`src/hw/rtl/pee_pkg.sv`:
```
// Shared types and constants for the prefix expression evaluator.
package pee_pkg;

	localparam logic [7:0] SYM_ZERO = 8'h30;
	localparam logic [7:0] SYM_ADD  = 8'h2B;
	localparam logic [7:0] SYM_SUB  = 8'h2D;
	localparam logic [7:0] SYM_MUL  = 8'h2A;
	localparam logic [7:0] SYM_DIV  = 8'h2F;

	localparam logic [2:0] ERR_NONE     = 3'd0;
	localparam logic [2:0] ERR_MISSING  = 3'd1;
	localparam logic [2:0] ERR_DIVZERO  = 3'd2;
	localparam logic [2:0] ERR_OVERFLOW = 3'd3;
	localparam logic [2:0] ERR_FULL     = 3'd4;

	localparam logic [63:0] Q_MAX = 64'h7FFF_FFFF_FFFF_FFFF;
	localparam logic [63:0] Q_MIN = 64'h8000_0000_0000_0000;

	typedef enum logic [1:0] {
		OP_ADD,
		OP_SUB,
		OP_MUL,
		OP_DIV
	} alu_op_t;

	typedef struct packed {
		logic    start;
		alu_op_t op;
	} alu_req_t;

	typedef struct packed {
		logic       done;
		logic [2:0] err;
	} alu_rsp_t;

endpackage

```
`src/hw/rtl/pee_stack.sv`:
```
// Value stack storage: one write port, one registered read port.
module pee_stack import pee_pkg::*; #(
	parameter int DEPTH = 32,
	parameter int AW    = $clog2(DEPTH)
) (
	input  logic          clk,
	input  logic          wr_en,
	input  logic [AW-1:0] wr_addr,
	input  logic [63:0]   wr_data,
	input  logic          rd_en,
	input  logic [AW-1:0] rd_addr,
	output logic [63:0]   rd_data
);

	logic [63:0] mem [DEPTH];

	always_ff @(posedge clk) begin
		if (wr_en) begin
			mem[wr_addr] <= wr_data;
		end
	end

	// read data holds until the next read
	always_ff @(posedge clk) begin
		if (rd_en) begin
			rd_data <= mem[rd_addr];
		end
	end

endmodule

```
`config.mk`:
```
export PLATFORM = sky130hd
export DESIGN_NAME = pee_stack
export DESIGN_NICKNAME = d
export VERILOG_FILES = /design/src/hw/rtl/pee_pkg.sv /design/src/hw/rtl/pee_stack.sv
export SDC_FILE = /design/constraint.sdc
export NUM_CORES = 2
export LEC_CHECK = 0
export BUFFER_PORTS_ARGS = -buffer_cell sky130_fd_sc_hd__buf_2
export CAP_MARGIN = 20
export CORE_MARGIN = 2
export CORE_UTILIZATION = 35
export CTS_CLUSTER_SIZE = 30
export DETAILED_ROUTE_END_ITERATION = 12
export GPL_ROUTABILITY_DRIVEN = 1
export PLACE_DENSITY_LB_ADDON = 0.08
export SYNTH_ARGS = -nofsm -noshare
export SYNTH_HDL_FRONTEND = slang
export SYNTH_SLANG_ARGS = --single-unit
```
`constraint.sdc`:
```
create_clock -name clk -period 5.58 [get_ports clk]
set_clock_uncertainty 0.05 [all_clocks]
set_input_delay 1.116 -clock clk [delete_from_list [all_inputs] [get_ports clk]]
set_output_delay 1.116 -clock clk [all_outputs]
set_load 0.005 [all_outputs]
```
## Yosys cells after proc, flatten, opt, wreduce, memory -nomap -nowiden

Memories as Yosys holds them, arrays and structs flattened. A register that Yosys moved wholly into a read port is not among the register bits.
Index checks and enable logic that the tools add are counted.

| operators by class | value |
|---|---|
| mux-type cells | 2 |

Operators with widths:

| kind | number |
|---|---|
| 1-bit 2-to-1 mux | 2 |

| storage, ports and cells | value |
|---|---|
| flip-flop bits (word level) | 0 |
| bits in writable memories | 2048 |
| input bits | 77 |
| output and inout bits | 64 |
| logic and storage cells | 3 |
| memories kept | 1 |

Memory list:

| name | depth | bits a word | rd ports | clocked after Yosys merged registers in | write ports | RTL line | text |
|---|---|---|---|---|---|---|---|
| mem | 32 | 64 | 1 | 1 | 1 | pee_stack.sv:15 | `logic [63:0] mem [DEPTH];` |

## Depth between registers and ports, before layout

| logic depth | value |
|---|---|
| word-level depth | 2 |
| gate-level depth with buffers | 9 |
| mapped depth without buffers | 4 |

## Worst setup path after synthesis

No wires, ideal clock.

| timing path | value |
|---|---|
| path type | input-to-reg |
| from | in wr_addr[1] |
| to | mem mem[12][0] (enable) |
| setup time | 0.486 ns |
| arrival | 4.452 ns |
| data required time | 5.044 ns |
| slack | 0.592 ns |
| stages on the path | 3 |
| buffers on the path | 1 |
| path through | or3b_2 -> clkbuf_1 -> nor2_1 |

RTL lines:

| item | RTL line | text |
|---|---|---|
| from (decl) | pee_stack.sv:8 | `input logic [AW-1:0] wr_addr,` |
| to (decl) | pee_stack.sv:15 |  |

Straight into the memory's write port.

==> results.tsv <==
stage	metric	value	unit
clock_network	Skew-Pair Late Insertion Delay	0.89	ns
setup_path	crit end category	register	
floorplan	die area	231300	sq um
global_routing	antenna violations before repair	27	
setup_path	Critical Path Source Type	primary input	
place	GPL Wtd Cong	0.7106	
job	MaxCap Viol Count	0	
setup_path	CP peak stage delay	0.54	ns
yosys	largest family of logic cells by synthesized area	multiplexers	
setup_path	Crit. Startpoint	rd_addr[0]	
worst_hold_path	hold path depth	1	
clock_network	# clock sinks	2112	
finish	FILL cells	19730	
finish	Design Area, Final	92840	sq um
global_routing	vias in the first global route	38070	
routing	number of remaining DRC errors	0	
finish	layout cells sized above 1	35.60	%
sta	Final Hold Viols	0	
yosys	register area share after synthesis	79.67	%
finish	Layout Nets	3507	
yosys	Synth cell types	30	
sta	Max-slew headroom	26.11	%
worst_hold_path	Min-Delay Startpoint	wr_data[31]	
clock_network	clock root buffer	clkbuf_16	
routing	final wirelength	223.0	mm
finish	area growth from synthesis to layout	16.63	%
finish	post-route insts no fill	6639	
clock_network	# H-tree levels	4	
yosys	cell area after synthesis	79610	sq um
yosys	post-synthesis compound-gate area fraction	0.4621	%
yosys	xor/xnor share of the synthesized area	0	%
sta	RSZ-0062 raised after global routing	false	
floorplan	# rows	175	
setup_path	Worst R2R End	rd_data[25]$_DFFE_PP_	
routing	wire per inst	33.59	um
routing	Starting DRT DRC Count	3457	
yosys	Syn Inst Count	3097	
yosys	mux share of post-synthesis cell area	18.56	%
status	status	complete, no violations	
routing	TritonRoute pass-1 iters	5	
sta	f_max	327.3	MHz
global_routing	GR Util All Layers	19.34	%
setup_path	reg2reg setup slack	3.54	ns
worst_hold_path	Worst Hold End	mem[0][31]$_DFFE_PP_	
sta	final setup fails	0	
power	worst IR drop on VDD	319.5	uV
place	Port Buffers	140	
routing	remaining antenna violation count	0	
finish	area of the multi-input gates	15680	sq um
floorplan	CORE AREA	226800	sq um
yosys	Avg Cell Area, Syn	25.70	sq um
setup_path	R2R depth	4	
yosys	Syn Nets	3174	
power	Lkg Pwr	28.66	nW
place	dpl cells	6210	
clock_network	Reg clk slew, reported paths	0.06	ns
finish	commonest non-fill, non-tap cell in the layout	edfxtp_1	
setup_path	crit path cell chain	buf_8 -> buf_12 -> buf_12 -> mux4_2 -> mux4_2 -> mux2_2	
routing	drt via density	5.388	
finish	Sequential Area	63420	sq um
yosys	warnings from Yosys	0	
yosys	Synth Register Bits	2112	
clock_network	Post-CTS Setup Inserts	0	
floorplan	# IOs	141	
clock_network	CTS Hold Buffers Added	0	
setup_path	critical path class	primary input to register	
yosys	Post-Synth Adder-Cell Area	0	%
global_routing	global-route wire length before repair	308.2	mm
sta	count of final max-slew check failures	0	
sta	slew at the pin closest to its max-slew limit	1.108	ns
place	dpl hpwl	110.7	mm
sta	setup tns final	0	ns
clock_network	Max clock buf depth	3	
routing	vias post-DR	35770	
setup_path	RR Startpoint	mem[15][25]$_DFFE_PP_	
floorplan	die width	480.9	um
floorplan	Initial Util	35.09	%
setup_path	CP Max Fanout	43	
worst_hold_path	hold crit path type	primary input to register	
global_routing	grt ovf	0	
setup_path	Critical Path RT	6.12	ns
clock_network	Num CTS Buffers	227	
setup_path	Slowest-stage cell, CP	mux4_2	
finish	most frequent cells in the layout	edfxtp_1 (2,112), mux4_2 (602), clkbuf_16 (227)	
setup_path	crit path DAT	3.60	ns
yosys	simple-gate share of the synthesized area	0.3757	%
global_routing	largest net degree at the start of global routing	86	
sta	fin crit share	54.76	%
place	Area after DPL	85250	sq um
clock_network	CTS tree	built	
floorplan	die height	480.9	um
power	PD cells	371.9	nW/um^2
sta	min Tclk post-route	3.055	ns
clock_network	Post-CTS Resized	0	
-- cell usage after synthesis --
library cell	count	area (sq um)
nor2_1	41	153.9
o31a_1	3	26.28
buf_1	19	71.32
mux4_2	602	13560
and2_0	1	6.260
or3b_2	2	17.52
nand3_1	2	10.01
and2_1	3	18.77
a22oi_1	3	22.52
o211ai_1	3	22.52
clkbuf_1	55	206.5
o21ai_0	9	45.04
buf_4	14	105.1
o22ai_1	10	62.56
buf_2	65	325.3
or3_1	1	6.260
a211oi_1	3	22.52
inv_2	1	3.750
nand2_1	3	11.26
nand3b_1	5	37.54
nand2b_1	2	12.51
a221oi_1	12	105.1
mux2i_1	38	380.4
o2bb2ai_1	3	26.28
mux2_2	74	833.3
nor2b_1	4	25.02
a22o_1	1	8.760
o221ai_1	3	26.28
edfxtp_1	2112	63420
buf_6	3	33.78
-- cell families (layout without fill, tap and decap cells) --
kind of cell | Yosys count | in the layout
flip-flops | 2112 | 2112
buffers and inverters | 157 | 686
multiplexers | 714 | 714
AO/OA/AOI/OAI | 50 | 50
AND/OR/NAND/NOR | 64 | 64
other | 0 | 4
-- state kept, by name (all words and copies together) (netlist names) --
signal	cells
rd_data	64
mem	2048
-- stage by stage --
stage | worst slack (ns) | util [%] | hold slack [ns] | power (mW)
2_1_floorplan | 0.5918 | - | 0.7483 | 18.98
3_3_place_gp | 1.486 | 37.56 | 0.8109 | 19.66
3_5_place_dp | 1.579 | 37.58 | 0.7943 | 19.71
4_1_cts | 2.538 | 40.92 | 0.5958 | 34.96
5_1_grt | 2.349 | 40.92 | 0.6554 | 35.65
6_report | 2.525 | 40.93 | 0.6794 | 34.53
-- report_power, final --
| group | switching, mW | internal, mW |
|---|---|---|
| clock network | 6.27 | 8.92 |
| logic | 0.881 | 0.667 |
| registers | 0.0718 | 17.7 |
-- area by class of cell --
class / count / area share [%]
timing repair buffer: 260 / 2.566
clock inverter: 149 / 1.848
sequential: 2112 / 68.31
antenna: 4 / 0.01078
inverter: 1 / 0.004043
clock buffer: 276 / 6.317
tap: 3009 / 4.055
multi-input combinational: 828 / 16.89
-- worst max-delay path by stage --
stage	end	cells past startpoint	slack, ns
2_1_floorplan	mem[12][0]$_DFFE_PP_	3	0.59
3_3_place_gp	rd_data[61]$_DFFE_PP_	7	1.49
3_5_place_dp	rd_data[61]$_DFFE_PP_	7	1.58
4_1_cts	rd_data[43]$_DFFE_PP_	6	2.54
5_1_grt	rd_data[61]$_DFFE_PP_	7	2.35
6_report	rd_data[43]$_DFFE_PP_	6	2.52
-- worst max-delay path: cells and delay by family --
| family | cells | cell delay [ns] |
|---|---|---|
| muxes | 3 | 1.31 |
| buffers and inverters | 3 | 1.06 |
-- metal layers --
layer / wire [um] / global-route usage (%) / up-vias
li1: - / - / 14280
met1: 99430 / 27.34 / 20150
met2: 108500 / 31.63 / 1008
met3: 10660 / 3.097 / 318
met4: 4264 / 4.310 / 18
met5: 118 / 0 / -
No activity file was read; power rests on OpenSTA's default activity.
